`config.mk`:
```
export PLATFORM = sky130hd
export DESIGN_NAME = boxcar_smoother_clamped_edges_core
export DESIGN_NICKNAME = d
export VERILOG_FILES = /design/src/design/bsce_pkg.sv /design/src/design/bsce_fifo.sv /design/src/design/bsce_div.sv /design/src/design/bsce_front.sv /design/src/design/bsce_back.sv /design/src/design/boxcar_smoother_clamped_edges_core.sv
export SDC_FILE = /design/constraint.sdc
export NUM_CORES = 1
export LEC_CHECK = 0
export BUFFER_PORTS_ARGS = -buffer_cell sky130_fd_sc_hd__buf_4
export CORE_MARGIN = 1.5
export CORE_UTILIZATION = 55
export DETAILED_ROUTE_END_ITERATION = 12
export GPL_TIMING_DRIVEN = 0
export PLACE_DENSITY = 0.8
export SYNTH_ARGS = -nofsm -noshare
export SYNTH_HDL_FRONTEND = slang
export SYNTH_SLANG_ARGS = --single-unit
```
`constraint.sdc`:
```
create_clock -name i_clk -period 5.1 [get_ports i_clk]
set_input_delay 1.02 -clock i_clk [delete_from_list [all_inputs] [get_ports i_clk]]
set_output_delay 1.02 -clock i_clk [all_outputs]
set_load 0.03 [all_outputs]
```
`src/design/bsce_pkg.sv`:
```
// Package for the boxcar smoother: payload structs, the front-to-back command
// struct and fixed widths. No dependencies.
package bsce_pkg;

    localparam int SAMPLE_BITS  = 16;
    localparam int CNT_BITS     = 7;
    localparam int SUM_BITS     = 22;
    localparam int DIV_CNT_BITS = 5;

    localparam logic [CNT_BITS-1:0] POS_SAT     = 7'd127;
    localparam logic [CNT_BITS-1:0] WIDTH_RESET = 7'd5;

    typedef struct packed {
        logic [SAMPLE_BITS-1:0] sample;
        logic                   frame_end;
    } t_item;

    typedef struct packed {
        logic [SAMPLE_BITS-1:0] smoothed;
        logic                   last_out;
    } t_result;

    typedef struct packed {
        logic [SAMPLE_BITS-1:0] sample;
        logic [SAMPLE_BITS-1:0] edge_smp;
        logic                   last;
        logic                   pass;
        logic                   has_out;
        logic [CNT_BITS-1:0]    w;
        logic [CNT_BITS-1:0]    half;
        logic [CNT_BITS-1:0]    e_first;
        logic [CNT_BITS-1:0]    p;
    } t_cmd;

endpackage

```
`src/design/bsce_fifo.sv`:
```
// Small synchronous FIFO used for the command queue and the result queue.
// Depends on nothing.
module bsce_fifo #(
    parameter int WIDTH = 8,
    parameter int DEPTH = 2
) (
    input  logic             i_clk,
    input  logic             i_rst_n,
    input  logic             i_push,
    input  logic [WIDTH-1:0] i_data,
    output logic             o_full,
    output logic             o_empty,
    input  logic             i_pop,
    output logic [WIDTH-1:0] o_data
);

    localparam int AW = (DEPTH > 1) ? $clog2(DEPTH) : 1;
    localparam int CW = $clog2(DEPTH + 1);

    logic [WIDTH-1:0] r_mem [DEPTH];
    logic [AW-1:0]    r_wr_ptr;
    logic [AW-1:0]    r_rd_ptr;
    logic [CW-1:0]    r_count;
    logic             wr_en;
    logic             rd_en;

    assign o_full  = (r_count == CW'(DEPTH));
    assign o_empty = (r_count == '0);
    assign wr_en   = i_push && !o_full;
    assign rd_en   = i_pop && !o_empty;
    assign o_data  = r_mem[r_rd_ptr];

    always_ff @(posedge i_clk) begin
        if (!i_rst_n) begin
            r_wr_ptr <= '0;
            r_rd_ptr <= '0;
            r_count  <= '0;
        end else begin
            if (wr_en) begin
                r_wr_ptr <= (r_wr_ptr == AW'(DEPTH - 1)) ? '0 : r_wr_ptr + 1'b1;
            end
            if (rd_en) begin
                r_rd_ptr <= (r_rd_ptr == AW'(DEPTH - 1)) ? '0 : r_rd_ptr + 1'b1;
            end
            if (wr_en && !rd_en) begin
                r_count <= r_count + 1'b1;
            end else if (rd_en && !wr_en) begin
                r_count <= r_count - 1'b1;
            end
        end
    end

    always_ff @(posedge i_clk) begin
        if (wr_en) begin
            r_mem[r_wr_ptr] <= i_data;
        end
    end

endmodule

```
`src/design/bsce_div.sv`:
```
// Restoring divider, one quotient bit per cycle, for window sum over width.
// Depends on bsce_pkg.
module bsce_div (
    input  logic                              i_clk,
    input  logic                              i_rst_n,
    input  logic                              i_start,
    input  logic [bsce_pkg::SUM_BITS-1:0]     i_dividend,
    input  logic [bsce_pkg::CNT_BITS-1:0]     i_divisor,
    output logic                              o_done,
    output logic [bsce_pkg::SUM_BITS-1:0]     o_quotient
);

    logic                              r_busy;
    logic                              r_done;
    logic [bsce_pkg::DIV_CNT_BITS-1:0] r_cnt;
    logic [bsce_pkg::CNT_BITS-1:0]     r_rem;
    logic [bsce_pkg::CNT_BITS-1:0]     r_dvs;
    logic [bsce_pkg::SUM_BITS-1:0]     r_quo;
    logic [bsce_pkg::CNT_BITS:0]       shifted;
    logic [bsce_pkg::CNT_BITS:0]       diff;
    logic                              ge;

    assign shifted    = {r_rem, r_quo[bsce_pkg::SUM_BITS-1]};
    assign ge         = (shifted >= {1'b0, r_dvs});
    assign diff       = shifted - {1'b0, r_dvs};
    assign o_done     = r_done;
    assign o_quotient = r_quo;

    always_ff @(posedge i_clk) begin
        if (!i_rst_n) begin
            r_busy <= 1'b0;
            r_done <= 1'b0;
            r_cnt  <= '0;
        end else begin
            r_done <= 1'b0;
            if (i_start) begin
                r_busy <= 1'b1;
                r_cnt  <= '0;
            end else if (r_busy) begin
                r_cnt <= r_cnt + 1'b1;
                if (r_cnt == bsce_pkg::DIV_CNT_BITS'(bsce_pkg::SUM_BITS - 1)) begin
                    r_busy <= 1'b0;
                    r_done <= 1'b1;
                end
            end
        end
    end

    always_ff @(posedge i_clk) begin
        if (i_start) begin
            r_quo <= i_dividend;
            r_rem <= '0;
            r_dvs <= i_divisor;
        end else if (r_busy) begin
            r_rem <= ge ? diff[bsce_pkg::CNT_BITS-1:0] : shifted[bsce_pkg::CNT_BITS-1:0];
            r_quo <= {r_quo[bsce_pkg::SUM_BITS-2:0], ge};
        end
    end

endmodule

```
`src/design/bsce_front.sv`:
```
// Front part: holds the width register and frame state, accepts samples and
// turns each into a command for the back part. Depends on bsce_pkg.
module bsce_front #(
    parameter int MAX_WIDTH = 64
) (
    input  logic                          i_clk,
    input  logic                          i_rst_n,
    input  logic                          i_cfg_we,
    input  logic [bsce_pkg::CNT_BITS-1:0] i_cfg_wdata,
    input  logic                          i_push,
    input  bsce_pkg::t_item               i_item,
    input  logic                          i_q_full,
    output logic                          o_cmd_push,
    output bsce_pkg::t_cmd                o_cmd
);

    logic [bsce_pkg::CNT_BITS-1:0]    r_width;
    logic [bsce_pkg::CNT_BITS-1:0]    r_pos;
    logic [bsce_pkg::SAMPLE_BITS-1:0] r_edge;
    logic                             r_frame_start;

    logic [bsce_pkg::CNT_BITS-1:0]    w;
    logic [bsce_pkg::CNT_BITS-1:0]    half;
    logic [bsce_pkg::CNT_BITS-1:0]    lag;
    logic [bsce_pkg::CNT_BITS-1:0]    n_pos;
    logic [bsce_pkg::CNT_BITS-1:0]    p;
    logic [bsce_pkg::SAMPLE_BITS-1:0] n_edge;
    logic                             accept;

    assign accept     = i_push && !i_q_full;
    assign o_cmd_push = accept;

    always_comb begin
        w = r_width;
        if (int'(r_width) > MAX_WIDTH) begin
            w = bsce_pkg::CNT_BITS'(MAX_WIDTH);
        end
        half = w >> 1;
        lag  = w - 7'd1 - half;
        if (r_frame_start) begin
            n_pos  = 7'd1;
            n_edge = i_item.sample;
        end else begin
            n_pos  = (r_pos < bsce_pkg::POS_SAT) ? r_pos + 7'd1 : r_pos;
            n_edge = r_edge;
        end
        p = n_pos - 7'd1;

        o_cmd.sample   = i_item.sample;
        o_cmd.edge_smp = n_edge;
        o_cmd.last     = i_item.frame_end;
        o_cmd.pass     = (w <= 7'd1);
        o_cmd.has_out  = i_item.frame_end || (p >= lag);
        o_cmd.w        = w;
        o_cmd.half     = half;
        o_cmd.e_first  = (i_item.frame_end && (p < lag)) ? p : lag;
        o_cmd.p        = p;
    end

    always_ff @(posedge i_clk) begin
        if (!i_rst_n) begin
            r_width       <= bsce_pkg::WIDTH_RESET;
            r_pos         <= '0;
            r_edge        <= '0;
            r_frame_start <= 1'b1;
        end else begin
            if (i_cfg_we) begin
                r_width <= i_cfg_wdata;
            end
            if (accept) begin
                r_pos         <= n_pos;
                r_edge        <= n_edge;
                r_frame_start <= i_item.frame_end;
            end
        end
    end

endmodule

```
`src/design/bsce_back.sv`:
```
// Back part: owns the sample ring, sums each window one sample per cycle and
// divides by the width. Depends on bsce_pkg and bsce_div.
module bsce_back #(
    parameter int MAX_WIDTH = 64
) (
    input  logic               i_clk,
    input  logic               i_rst_n,
    input  logic               i_cmd_empty,
    input  bsce_pkg::t_cmd     i_cmd,
    output logic               o_cmd_pop,
    input  logic               i_out_full,
    output logic               o_out_push,
    output bsce_pkg::t_result  o_out_res
);

    localparam int AW = (MAX_WIDTH > 1) ? $clog2(MAX_WIDTH) : 1;
    localparam int TW = AW + 2;

    typedef enum logic [4:0] {
        S_IDLE  = 5'b00001,
        S_WRITE = 5'b00010,
        S_SUM   = 5'b00100,
        S_DIV   = 5'b01000,
        S_EMIT  = 5'b10000
    } t_state;

    t_state                           r_state;
    t_state                           n_state;
    bsce_pkg::t_cmd                   r_cmd;
    logic [AW-1:0]                    r_head;
    logic [bsce_pkg::CNT_BITS-1:0]    r_e;
    logic [bsce_pkg::CNT_BITS-1:0]    r_j;
    logic [bsce_pkg::SUM_BITS-1:0]    r_sum;
    logic                             r_rd_v;
    logic                             r_use_edge;
    logic [bsce_pkg::SAMPLE_BITS-1:0] r_rd_data;
    logic [bsce_pkg::SAMPLE_BITS-1:0] r_res;
    logic [bsce_pkg::SAMPLE_BITS-1:0] r_ring [MAX_WIDTH];

    logic [bsce_pkg::CNT_BITS:0]      eh;
    logic [bsce_pkg::CNT_BITS-1:0]    d;
    logic                             use_edge;
    logic [TW-1:0]                    tmp;
    logic [AW-1:0]                    rd_addr;
    logic                             issue;
    logic                             sum_done;
    logic                             div_done;
    logic [bsce_pkg::SUM_BITS-1:0]    quotient;
    logic [bsce_pkg::SAMPLE_BITS-1:0] add_val;

    bsce_div u_div (
        .i_clk      (i_clk),
        .i_rst_n    (i_rst_n),
        .i_start    (sum_done),
        .i_dividend (r_sum),
        .i_divisor  (r_cmd.w),
        .o_done     (div_done),
        .o_quotient (quotient)
    );

    always_comb begin
        eh = {1'b0, r_e} + {1'b0, r_cmd.half};
        if ({1'b0, r_j} > eh) begin
            d = '0;
        end else begin
            d = bsce_pkg::CNT_BITS'(eh - {1'b0, r_j});
        end
        use_edge = (d > r_cmd.p);
        tmp = TW'(r_head) + TW'(MAX_WIDTH - 1) - TW'(d);
        if (tmp >= TW'(MAX_WIDTH)) begin
            tmp = tmp - TW'(MAX_WIDTH);
        end
        rd_addr = tmp[AW-1:0];
        add_val = r_use_edge ? r_cmd.edge_smp : r_rd_data;
    end

    assign issue      = (r_state == S_SUM) && (r_j != r_cmd.w);
    assign sum_done   = (r_state == S_SUM) && (r_j == r_cmd.w) && !r_rd_v;
    assign o_cmd_pop  = (r_state == S_IDLE) && !i_cmd_empty;
    assign o_out_push = (r_state == S_EMIT) && !i_out_full;
    assign o_out_res  = '{smoothed: r_res, last_out: r_cmd.last && (r_e == '0)};

    always_comb begin
        n_state = r_state;
        case (r_state)
            S_IDLE: begin
                if (!i_cmd_empty) begin
                    n_state = S_WRITE;
                end
            end
            S_WRITE: begin
                if (r_cmd.pass) begin
                    n_state = S_EMIT;
                end else if (r_cmd.has_out) begin
                    n_state = S_SUM;
                end else begin
                    n_state = S_IDLE;
                end
            end
            S_SUM: begin
                if (sum_done) begin
                    n_state = S_DIV;
                end
            end
            S_DIV: begin
                if (div_done) begin
                    n_state = S_EMIT;
                end
            end
            S_EMIT: begin
                if (o_out_push) begin
                    n_state = (r_cmd.last && (r_e != '0)) ? S_SUM : S_IDLE;
                end
            end
            default: begin
                n_state = S_IDLE;
            end
        endcase
    end

    always_ff @(posedge i_clk) begin
        if (!i_rst_n) begin
            r_state <= S_IDLE;
            r_head  <= '0;
            r_rd_v  <= 1'b0;
        end else begin
            r_state <= n_state;
            r_rd_v  <= issue;
            if (r_state == S_WRITE) begin
                r_head <= (r_head == AW'(MAX_WIDTH - 1)) ? '0 : r_head + 1'b1;
            end
        end
    end

    always_ff @(posedge i_clk) begin
        if (o_cmd_pop) begin
            r_cmd <= i_cmd;
        end
        case (r_state)
            S_WRITE: begin
                r_e   <= r_cmd.pass ? '0 : r_cmd.e_first;
                r_res <= r_cmd.sample;
                r_j   <= '0;
                r_sum <= '0;
            end
            S_SUM: begin
                if (issue) begin
                    r_j <= r_j + 1'b1;
                end
                r_use_edge <= use_edge;
                if (r_rd_v) begin
                    r_sum <= r_sum + bsce_pkg::SUM_BITS'(add_val);
                end
            end
            S_DIV: begin
                if (div_done) begin
                    r_res <= quotient[bsce_pkg::SAMPLE_BITS-1:0];
                end
            end
            S_EMIT: begin
                if (o_out_push && r_cmd.last && (r_e != '0)) begin
                    r_e   <= r_e - 1'b1;
                    r_j   <= '0;
                    r_sum <= '0;
                end
            end
            default: begin
            end
        endcase
    end

    always_ff @(posedge i_clk) begin
        if (r_state == S_WRITE) begin
            r_ring[r_head] <= r_cmd.sample;
        end
        if (issue) begin
            r_rd_data <= r_ring[rd_addr];
        end
    end

endmodule

```
`src/design/boxcar_smoother_clamped_edges_core.sv`:
```
// Top level of the boxcar smoother with clamped frame edges.
// Depends on bsce_pkg, bsce_front, bsce_fifo and bsce_back.
//
// Samples enter through push/full and i_item; a transfer happens when push is
// high and full is low. Results leave through empty/pop and o_result; the
// oldest result is shown while empty is low and is taken when pop is high.
// i_cfg_we with i_cfg_wdata sets the window width (reset value 5, widths of 0
// or 1 pass samples through, widths above MAX_WIDTH act as MAX_WIDTH).
// The front accepts one sample per cycle into a two-entry command queue while
// that queue is not full. The back handles one command at a time: taking it and
// writing the ring, then for each smoothed result summing the window from the
// ring memory, dividing in the bit-serial divider and pushing into the result
// queue; a pass-through sample skips the summing and dividing. A frame end
// yields up to (W+1)/2 results in a row. When the receiver stalls, the
// two-entry result queue fills, the back waits, then the command queue fills
// and full rises. Reset empties both queues, restores the width and starts a
// new frame.
module boxcar_smoother_clamped_edges_core #(
    parameter int MAX_WIDTH = 64
) (
    input  logic                          i_clk,
    input  logic                          i_rst_n,
    input  logic                          i_cfg_we,
    input  logic [bsce_pkg::CNT_BITS-1:0] i_cfg_wdata,
    input  logic                          push,
    output logic                          full,
    input  bsce_pkg::t_item               i_item,
    output logic                          empty,
    input  logic                          pop,
    output bsce_pkg::t_result             o_result
);

    localparam int CMD_BITS = $bits(bsce_pkg::t_cmd);
    localparam int RES_BITS = $bits(bsce_pkg::t_result);

    bsce_pkg::t_cmd    front_cmd;
    bsce_pkg::t_cmd    back_cmd;
    bsce_pkg::t_result back_res;
    logic              cmd_push;
    logic              cmd_empty;
    logic              cmd_pop;
    logic              out_full;
    logic              out_push;
    logic [CMD_BITS-1:0] cmd_q_data;
    logic [RES_BITS-1:0] res_q_data;

    bsce_front #(
        .MAX_WIDTH (MAX_WIDTH)
    ) u_front (
        .i_clk       (i_clk),
        .i_rst_n     (i_rst_n),
        .i_cfg_we    (i_cfg_we),
        .i_cfg_wdata (i_cfg_wdata),
        .i_push      (push),
        .i_item      (i_item),
        .i_q_full    (full),
        .o_cmd_push  (cmd_push),
        .o_cmd       (front_cmd)
    );

    bsce_fifo #(
        .WIDTH (CMD_BITS),
        .DEPTH (2)
    ) u_cmd_q (
        .i_clk   (i_clk),
        .i_rst_n (i_rst_n),
        .i_push  (cmd_push),
        .i_data  (front_cmd),
        .o_full  (full),
        .o_empty (cmd_empty),
        .i_pop   (cmd_pop),
        .o_data  (cmd_q_data)
    );

    assign back_cmd = cmd_q_data;

    bsce_back #(
        .MAX_WIDTH (MAX_WIDTH)
    ) u_back (
        .i_clk       (i_clk),
        .i_rst_n     (i_rst_n),
        .i_cmd_empty (cmd_empty),
        .i_cmd       (back_cmd),
        .o_cmd_pop   (cmd_pop),
        .i_out_full  (out_full),
        .o_out_push  (out_push),
        .o_out_res   (back_res)
    );

    bsce_fifo #(
        .WIDTH (RES_BITS),
        .DEPTH (2)
    ) u_res_q (
        .i_clk   (i_clk),
        .i_rst_n (i_rst_n),
        .i_push  (out_push),
        .i_data  (back_res),
        .o_full  (out_full),
        .o_empty (empty),
        .i_pop   (pop),
        .o_data  (res_q_data)
    );

    assign o_result = res_q_data;

endmodule
```
### Word-level counts from Yosys, hierarchy flattened

Memory sizes are Yosys's and may differ from the RTL's. A register that Yosys moved wholly into a read port is not among the register bits.
Cells that the tools add are included.
Widths: inputs -> output; s select.

* register bits after elaboration: 154
* bits in latches: 0
* memory bits (writable): 1182
* bits in read-only memories: 0
* input port bits: 29
* output and inout port bits: 19
* logic and storage cells: 177
* memories: 3

* $add $sub $neg: 23
* $mul: 0
* div/mod/pow operators: 0
* $lt $le $gt $ge: 9
* equal/unequal tests: 18
* shifts and indexed selects: 0
* mux-type cells: 51
* bitwise logic cells: 2
* reduce and logical (&&, ||, !) cells: 46

Memory list
* u_back.r_ring: depth 64, width 16, read ports 1, clocked after Yosys merged registers in 1, wr ports 1, line bsce_back.sv:38 `logic [bsce_pkg::SAMPLE_BITS-1:0] r_ring [MAX_WIDTH];`
* u_cmd_q.r_mem: depth 2, width 62, read ports 1, clocked after Yosys merged registers in 1, wr ports 1, line bsce_fifo.sv:20 `logic [WIDTH-1:0] r_mem [DEPTH];`
* u_res_q.r_mem: depth 2, width 17, read ports 1, clocked after Yosys merged registers in 1, wr ports 1, line bsce_fifo.sv:20

Operators by type and width (count)
* $mux 22: 4
* $mux 7: 10
* $pmux 22 s3: 1
* $mux 16: 3
* $pmux 16 s2: 1
* $mux 5: 5
* $pmux 5 s5: 1
* $add 22x16->22: 1
* $pmux 7 s3: 1
* $sub 7x1->7 const B: 3
* $logic_and 1x1->1: 19
* $mux 1: 16
* $add 7x1->7 const B: 2
* $pmux 7 s2: 1
* $sub 7x7->7: 2
* $mux 6: 2
* $eq 5x5->1 const B: 2
* $reduce_bool 2->1: 5
* $logic_not 1->1: 9
* $add 7x7->8: 1
* $ge 8x7->1: 1
* $ge 8x7->1 const B: 1
* $gt 7x8->1: 1
* $mux 2: 4
* 37 further kinds: 53

### Logic depth before layout (Yosys ltp)

Gate-level depths: netlist of run 1.

* depth in word-level cells: 8
* gate-level depth with buffers: 23
* mapped depth without buffers: 22

### Hierarchy

From an unflattened synthesis of run 1, not the netlist that was laid out.

* cells, all modules: 2943
* area, all modules: 57533.9 um^2

By module, submodules not included
* bsce_back: instances 1, cells each 2148, area an instance 46609.7 um^2, sequential area each 34953.5 um^2
* bsce_fifo at u_cmd_q: instances 1, cells each 221, area an instance 4777.1 um^2, sequential area each 3883.7 um^2
* bsce_front: instances 1, cells each 309, area an instance 2454.9 um^2, sequential area each 620.6 um^2
* bsce_div: instances 1, cells each 187, area an instance 2233.4 um^2, sequential area each 1151.1 um^2
* bsce_fifo at u_res_q: instances 1, cells each 78, area an instance 1458.9 um^2, sequential area each 1121.1 um^2

### Least setup slack after synthesis of run 1

Ideal clock, no wire load.

* kind: register to register
* start point: register u_back.r_e[0] in the netlist's numbering
* end point: register u_back.r_rd_data[0] in the netlist's numbering, read port of u_back.r_ring, data pin
* setup time: 0.274 ns
* data arrival time: 4.971 ns
* required time: 4.826 ns
* path slack: -0.145 ns
* cell stages (with the launch flop): 20
* path buffers: 2
* clock period less this slack: 5.245 ns
* cells stage by stage: edfxtp_1 -> ha_1 -> fa_1 -> a21o_1 -> a21oi_1 -> xnor2_1 -> ha_1 -> a21o_1 -> a211oi_1 -> a21oi_1 -> o21ai_2 -> nand2b_1 -> ha_1 -> fa_1 -> buf_1 -> clkbuf_1 -> mux4_2 -> mux4_2 -> mux2i_1 -> mux2i_1

* word-level cells in the longest chain between the ends: 6
* elaborated cells between the ends (all ways): 8
* classes of those cells: add/sub: 4; order compare: 2; mux: 2

Ends and longest elaborated chain
* from (decl): line bsce_back.sv:31 `logic [bsce_pkg::CNT_BITS-1:0] r_e;`
* from (signal assigned): line bsce_back.sv:141 `r_e <= r_cmd.pass ? '0 : r_cmd.e_first;`
* from (signal assigned): line bsce_back.sv:162 `r_e <= r_e - 1'b1;`
* $add 7x7->8 *: line bsce_back.sv:62 `eh = {1'b0, r_e} + {1'b0, r_cmd.half};`
* $sub 7x7->7 or $gt 7x8->1 (tied branches): line bsce_back.sv:66, bsce_back.sv:63
* $mux 7 *: line bsce_back.sv:63 `if ({1'b0, r_j} > eh) begin`
* $sub 7x7->8 *: line bsce_back.sv:69 `tmp = TW'(r_head) + TW'(MAX_WIDTH - 1) - TW'(d);`
* $ge 8x7->1 or $sub 6x1->6 (tied branches): line bsce_back.sv:70, bsce_back.sv:71
* $mux 6 *: line bsce_back.sv:70 `if (tmp >= TW'(MAX_WIDTH)) begin`
* to (decl): line bsce_back.sv:36 `logic [bsce_pkg::SAMPLE_BITS-1:0] r_rd_data;`

Mark *: on every way between the ends. The rest lies on a longest branch, timed or not.
A chain may end at the register's enable or synchronous reset.

### Final worst setup path of run 1

* start point: register u_back.r_e[0] in the netlist's numbering
* end point: register u_back.r_rd_data[8] in the netlist's numbering, read port of u_back.r_ring, data pin

Same word-level chain as after synthesis.

==> results by group, run 1 <==
Timing
  – Skew final: around 0.029 ns
  – Hold Violations, Final: 0
  – Setup tns final: -7.37 ns
  – F_max: around 180 MHz
  – Post-route setup slack: -0.513 ns
  – Slew @ Worst Pin: ~1.2 ns
  – RSZ-0062 raised after global routing: true
  – Final setup viols: 16
  – Period utilization: 110%
  – Final slew viol count: 0
  – Min Clock Period, post-route: 5.61 ns
  – Slew headroom: between 10% and 20%

Worst setup path
  – Worst-path cell chain: ha_2, fa_2, a21o_1, a21oi_2, o21bai_1, a21oi_1, xor2_1, ha_1, nand4_1, o22ai_2, a21oi_2, o21ai_4, nand2b_4, ha_4, fa_2, buf_12, clkbuf_16, clkbuf_16, mux4_2, mux4_2, mux2i_2, mux2i_1
  – Setup crit end kind: flip-flop
  – Worst path slowest cell: mux4_2
  – Worst EP arrival: 6.08 ns
  – Startpoint types: flip-flop
  – Critical path's largest stage delay: roughly 0.59 ns
  – Setup CP Type: flip-flop to flip-flop
  – Worst path required time: roughly 5.6 ns
  – Crit path max fanout: 6

Final layout
  – Layout cell share with drive strength beyond 1: 30.0%
  – Commonest non-fill, non-tap cells in the layout: edfxtp_1, mux4_2, clkbuf_16
  – # nets final: about 3200
  – Fillers: around 6400
  – Area Overhead vs Synth: 15.8%
  – Commonest non-fill, non-tap cell in the layout: edfxtp_1
  – Storage cell area: 41100 um^2
  – Area occupied by multi-input gates: between 10000 and 15000 um^2

Clocking
  – CTS tree: built
  – Inserted Clock Buffers: 140
  – Clk buf depth: 3
  – H-tree Lvls: 4
  – Clock transition at path regs: roughly 0.070 ns
  – CTS Sinks: roughly 1400
  – Cell chosen for the clock root: clkbuf_16
  – Clk_lat worst skew: around 0.74 ns
  – Hold buffers post-CTS: 0

Synthesis
  – Post-synth EDFFs: between 1000 and 1500
  – Register area share after synthesis: approximately three quarters
  – Yosys cell types: 59
  – Yosys synthesis warning count: 0
  – Post-Syn Area: around 56000 um^2
  – Share of flip-flops with an asynchronous set or reset: 0%
  – Ys flop type: edfxtp_1
  – Synthesized netlist cell count: 2845
  – Synth Register Bits: roughly 1400
  – Syn_area_per_cell: 19.7 um^2
  – Net Count, Synth: around 3000

Detailed routing
  – Routed wl met2: between 60000 and 70000 um
  – Met1 WL: slightly above 50000 um
  – Top sig layer: met5
  – Post-route DRC violation count: 0
  – Routed wire length: 140000 um
  – Metal3 WL: ~13000 um
  – Vias: between 20000 and 30000
  – DRT iter0 DRCs: 3890
  – Post-route ant nets: 0
  – Post-DR vias/cell: 6.41
  – DR pass1 iterations: 8
  – Avg WL per Cell: just over 30 um

Floorplan
  – # rows: ~120
  – Die ar.: 104000 um^2
  – DIE HEIGHT: between 300 and 400 um
  – Initial Utilization: between 50% and 60%
  – Core ar.: approximately 100000 um^2
  – Num ports: 48
  – Die width: roughly 320 um

Global routing
  – Aggregate global-route resource usage: 26.9%
  – Pin count of the biggest net entering global routing: 36
  – Total grt overflow: 0
  – Antenna violations before repair: 5
  – First-pass GRT wire length: about 200000 um
  – Vias in the first global route: just under 30000

Status
  – Outcome: finished with violations
  – Violated checks: negative setup slack

Run
  – Max Cap Viol: 0

Placed design
  – GPL Wtd Cong: between 0.9 and 1
  – Hpwl dp: 87600 um
  – PortBufs: 46

Hold path
  – HP Class: flip-flop to flip-flop
## logic make-up after synthesis
logic type	count (synthesis)	synth area share [%]
compound gates	194	2.25
xor+xnor	65	1.05
fa+ha+maj	87	2.02
buf+inv	191	1.44
flops	1390	73.1
mux	529	16.9
simple gates	389	3.25
## area by class of cell
class	instances	area share, %
sequential	1390	63.2
multi-input combinational	1264	22.5
clock buffer	179	5.82
timing repair buffer	130	2.80
tap	1368	2.63
buffer	122	1.70
clock inverter	73	0.958
inverter	69	0.398
antenna	2	0.00770
## state kept, by name, summed over array words and instances, names as in the netlist, 5 cells and up, named ones only
register,flops
u_back.r_ring,1024
u_front.r_pos,7
u_back.r_head,6
u_back.r_rd_data,16
u_front.r_edge,16
u_back.r_res,16
u_back.r_cmd,56
u_back.r_state,5
u_back.r_sum,22
u_back.u_div.r_cnt,5
u_cmd_q.r_mem,112
u_back.r_j,7
u_back.u_div.r_dvs,7
u_back.r_e,7
u_back.u_div.o_quotient,22
u_res_q.r_mem,34
u_back.u_div.r_rem,7
u_front.r_width,7
## path summary, 6_finish.rpt
| kind | startpoint | end | slack, ns | depth (start not counted) |
|---|---|---|---|---|
| hold reg to reg | u_back.r_res[13] | u_res_q.r_mem[1][14] | 0.45 | 0 |
| hold / removal | u_back.r_res[13] | u_res_q.r_mem[1][14] | 0.45 | 0 |
| setup reg to reg | u_back.r_e[0] | u_back.r_rd_data[8] | -0.51 | 22 |
| setup / recovery | u_back.r_e[0] | u_back.r_rd_data[8] | -0.51 | 22 |
## metrics by stage
stage	hold slack, ns	util [%]	instances	setup slack (ns)	area (um^2)
global route	0.459	64.0	4596	-0.597	65000
finish	0.449	64.0	4597	-0.513	65000
detailed placement	0.434	58.5	4309	-2.01	59400
CTS	0.446	63.8	4584	-0.390	64800
global placement	0.427	57.4	4259	-1.92	58300
floorplan	0.421	-	2845	0.0359	56200
## cells in the mapped netlist (4+ instances only)
library cell	n	area share [%]
buf_2	33	0.29
o21a_1	12	0.16
buf_6	5	0.10
nand3_1	22	0.20
and2_1	21	0.23
nor2_1	143	0.96
nor3_1	23	0.20
nand2_1	93	0.62
inv_1	68	0.45
clkbuf_1	73	0.49
buf_4	4	0.053
mux2i_1	66	1.2
fa_1	6	0.21
and3_1	7	0.078
xor2_1	23	0.36
or2_2	4	0.045
edfxtp_1	1324	71
nor4_1	4	0.045
nand2b_1	15	0.17
or3_1	8	0.089
a21boi_0	26	0.35
a211oi_1	8	0.11
mux4_2	320	13
dfxtp_1	66	2.4
nand3b_1	13	0.17
nand4_1	8	0.089
o211ai_1	6	0.080
o21bai_1	8	0.11
a31oi_1	6	0.067
o21ai_0	44	0.39
mux2_2	143	2.9
a21oi_1	43	0.38
xnor2_1	39	0.61
buf_1	7	0.047
ha_1	81	1.8
a21o_1	20	0.27
nor2b_1	21	0.23
## per-layer routing
layer  track usage (%)  vias up
met5                 0        -
met2              44.8     1814
met1              35.0    15300
met4              11.6        2
li1                  -    12000
met3              4.87      362
## critical path, delay by kind of cell (launching register included)
family / cells / cell delay (ns)
compound gates: 7 / 0.98
xor+xnor: 1 / 0.10
fa+ha+maj: 5 / 1.66
buf+inv: 3 / 0.53
flops: 1 / 0.42
mux: 4 / 1.36
simple gates: 2 / 0.27
## what timing repair did
item / CTS / global route
setup buffers: 18 / 7
gates cloned: 5 / 1
endpoints found under the setup margin: 16 / 16
pin swaps: 8 / 7
gates resized for setup: 144 / 21
Power of run 1 is not shown: default switching activity piles up to over one toggle a cycle in this logic, so the estimate is an artifact.
==> run 2, diff against run 1 <==
--- a/config.mk
+++ b/config.mk
@@ -6,11 +6,13 @@
 export NUM_CORES = 1
 export LEC_CHECK = 0
 export BUFFER_PORTS_ARGS = -buffer_cell sky130_fd_sc_hd__buf_4
-export CORE_MARGIN = 1.5
-export CORE_UTILIZATION = 55
+export CELL_PAD_IN_SITES_DETAIL_PLACEMENT = 0
+export CELL_PAD_IN_SITES_GLOBAL_PLACEMENT = 1
+export CORE_ASPECT_RATIO = 1.1
+export CORE_UTILIZATION = 50
 export DETAILED_ROUTE_END_ITERATION = 12
 export GPL_TIMING_DRIVEN = 0
-export PLACE_DENSITY = 0.8
+export PLACE_DENSITY = 0.81
 export SYNTH_ARGS = -nofsm -noshare
 export SYNTH_HDL_FRONTEND = slang
 export SYNTH_SLANG_ARGS = --single-unit
==> results by group, run 2 (synthesized netlist as in run 1, its figures left out) <==
Timing
  – Slew @ Worst Pin: 1.31 ns (+0.0650 ns)
  – Slew headroom: 11.9% (-4.9 points)
  – Min Clock Period, post-route: 5.54 ns (-0.0758 ns)
  – F_max: 181 MHz (+1.4%)
  – RSZ-0062 raised after global routing: true
  – Hold Violations, Final: 0 (unchanged)
  – Skew final: 0.0378 ns (+0.00880 ns)
  – Final slew viol count: 0 (unchanged)
  – Final setup viols: 16 (unchanged)
  – Post-route setup slack: -0.438 ns (+0.0758 ns)
  – Setup tns final: -6.26 ns (+1.11 ns)
  – Period utilization: 109% (-1.5 points)

Clocking
  – Clk buf depth: 3 (unchanged)
  – H-tree Lvls: 4 (unchanged)
  – Clk_lat worst skew: 0.75 ns (about the same)
  – CTS tree: built
  – Inserted Clock Buffers: 140 (unchanged)
  – CTS Sinks: 1390 (unchanged)
  – Clock transition at path regs: 0.06 ns (about the same)
  – Cell chosen for the clock root: clkbuf_16
  – Hold buffers post-CTS: 0 (unchanged)

Worst setup path
  – Worst EP arrival: 6.00 ns (-0.08 ns)
  – R2r setup slk: -0.44 ns (+0.08 ns)
  – Worst path required time: 5.57 ns (about the same)
  – Crit Reg-Reg Endpoint: u_back.r_rd_data[12]
  – Setup CP Type: flip-flop to flip-flop
  – Startpoint types: flip-flop
  – CP startpoint: u_back.r_e[0]
  – FF-to-FF Start: u_back.r_e[0]
  – Top Family by Delay on Critical Path: adder cells
  – WP buf/inv: 4 (+1)
  – Worst-path cell chain: ha_4, fa_2, a21o_1, a21oi_2, buf_4, xnor2_1, ha_1, a21o_1, a211oi_2, a21oi_2, o21ai_4, nand2b_4, ha_4, fa_2, buf_12, clkbuf_16, clkbuf_16, mux4_2, mux4_2, mux2i_4, mux2i_4
  – Worst path slowest cell: fa_2
  – Crit. path cell count: 21 (-4.5%)
  – Reg2Reg Depth: 21 (-4.5%)
  – Crit path max fanout: 6 (unchanged)
  – Critical Path End: u_back.r_rd_data[12]
  – Critical path's largest stage delay: 0.55 ns (-0.04 ns)
  – Setup crit end kind: flip-flop

Final layout
  – Final non-filler cell total: 4713 (+2.5%)
  – Largest Register: u_back.r_ring
  – # nets final: 3223 (-0.31%)
  – Area occupied by multi-input gates: 14900 um^2 (+2.0%)
  – Area Overhead vs Synth: 16.8%
  – Storage cell area: 41100 um^2 (unchanged)
  – Number of flip-flops in the largest register: 1024 (unchanged)
  – Fillers: 7655 (+20%)
  – Layout cell share with drive strength beyond 1: 30.9% (+0.91 points)
  – Commonest non-fill, non-tap cell in the layout: edfxtp_1
  – Largest registers: u_back.r_ring: 1024 flops, u_cmd_q.r_mem: 112 flops, u_back.r_cmd: 56 flops
  – Commonest non-fill, non-tap cells in the layout: edfxtp_1, mux4_2, clkbuf_16

Detailed routing
  – DRT iter0 DRCs: 3156 (-19%)
  – DR pass1 iterations: 5 (-3)
  – Post-route DRC violation count: 0 (unchanged)
  – Avg WL per Cell: 28.4 um (-6.7%)
  – Post-route ant nets: 0 (unchanged)
  – Post-DR vias/cell: 6.05 (-5.7%)
  – Routed wire length: 134000 um (-4.3%)
  – Vias: 28500 (-3.3%)

Global routing
  – Antenna violations before repair: 2 (-3)
  – Aggregate global-route resource usage: 23.8% (-3.1 points)
  – Pin count of the biggest net entering global routing: 41 (+14%)
  – Total grt overflow: 0 (unchanged)
  – First-pass GRT wire length: 196000 um (-2.0%)
  – Vias in the first global route: 29800 (-0.054%)

Placed design
  – Hpwl dp: 88100 um (+0.52%)
  – PortBufs: 46 (unchanged)
  – Inst Count DP: 4448 (+3.2%)
  – GPL Wtd Cong: 0.886 (-2.1%)

Hold path
  – WHS Path Cells: 0 (unchanged)
  – HP Class: flip-flop to flip-flop

Floorplan
  – Initial Utilization: 50.6% (-4.7 points)
  – Core ar.: 111000 um^2 (+9.2%)
  – Die ar.: 114000 um^2 (+9.3%)
  – DIE HEIGHT: 354 um (+9.6%)
  – # rows: 128 (+9.4%)
  – Num ports: 48 (unchanged)
  – Die width: 322 um (-0.31%)

Status
  – Violated checks: negative setup slack
  – Outcome: finished with violations

Run
  – Max Cap Viol: 0 (unchanged)
-- run 2: cell count changes in the layout (fill, tap and decap cells not counted), sizes merged --
cell / before / now
bufinv: 9 / 16
clkdlybuf4s15: 1 / 0
inv: 78 / 77
clkinv: 53 / 57
clkinvlp: 2 / 4
clkbuf: 253 / 229
buf: 177 / 179
-- run 2: layout make-up --
type / instances / area share [%]
buffer: 122 / 1.57
timing repair buffer: 120 / 2.67
sequential: 1390 / 62.6
clock inverter: 85 / 1.53
antenna: 2 / 0.00763
clock buffer: 166 / 5.58
tap: 1495 / 2.85
inverter: 69 / 0.395
multi-input combinational: 1264 / 22.8
-- run 2: how the worst min path moves through the flow --
stage,start,end
3_3_place_gp,u_back.r_res[13],u_res_q.r_mem[0][14]
4_1_cts,i_item[11],u_cmd_q.r_mem[0][56]
5_1_grt,i_item[3],u_cmd_q.r_mem[1][48]
3_5_place_dp,u_back.r_res[13],u_res_q.r_mem[1][14]
6_report,u_back.r_res[15],u_res_q.r_mem[1][16]
2_1_floorplan,u_back.r_res[9],u_res_q.r_mem[0][10]
-- run 2: through the flow --
step / cell area (um^2) / hold slack, ns / utilization, % / setup slack, ns
after floorplan: 56200 / 0.421 / - / 0.0359
after CTS: 65500 / 0.421 / 59.0 / -0.331
after detailed placement: 59800 / 0.437 / 53.9 / -2.22
final: 65600 / 0.446 / 59.1 / -0.438
after global placement: 58400 / 0.433 / 52.6 / -2.13
after global routing: 65600 / 0.438 / 59.1 / -0.544
-- run 2: per-layer routing --
layer	vias up	global-route usage, %	part of all wire [%]
li1	12000	-	-
met1	14900	30.2	38
met2	1292	40.3	51
met3	263	4.07	6.4
met4	4	10.3	4.1
met5	-	0	0.019
-- run 2: timing repair --
| action | CTS | global route |
|---|---|---|
| pin swaps | 10 | 2 |
| gates resized for setup | 176 | 33 |
| cloned | 3 | 0 |
| setup endpoints to repair | 16 | 16 |
| setup buffers | 8 | 1 |
-- run 2: worst reg2reg max path: stages (launching register included) --
cell       delay (ns)
edfxtp_1         0.45
ha_4             0.20
fa_2             0.34
a21o_1           0.18
a21oi_2          0.14
buf_4            0.13
xnor2_1          0.14
ha_1             0.30
a21o_1           0.17
a211oi_2         0.24
a21oi_2          0.11
o21ai_4          0.11
nand2b_4         0.12
ha_4             0.18
fa_2             0.55
buf_12           0.15
clkbuf_16        0.21
clkbuf_16        0.18
mux4_2           0.35
mux4_2           0.54
mux2i_4          0.30
mux2i_4          0.15
Power of run 2 is left out for the same reason.
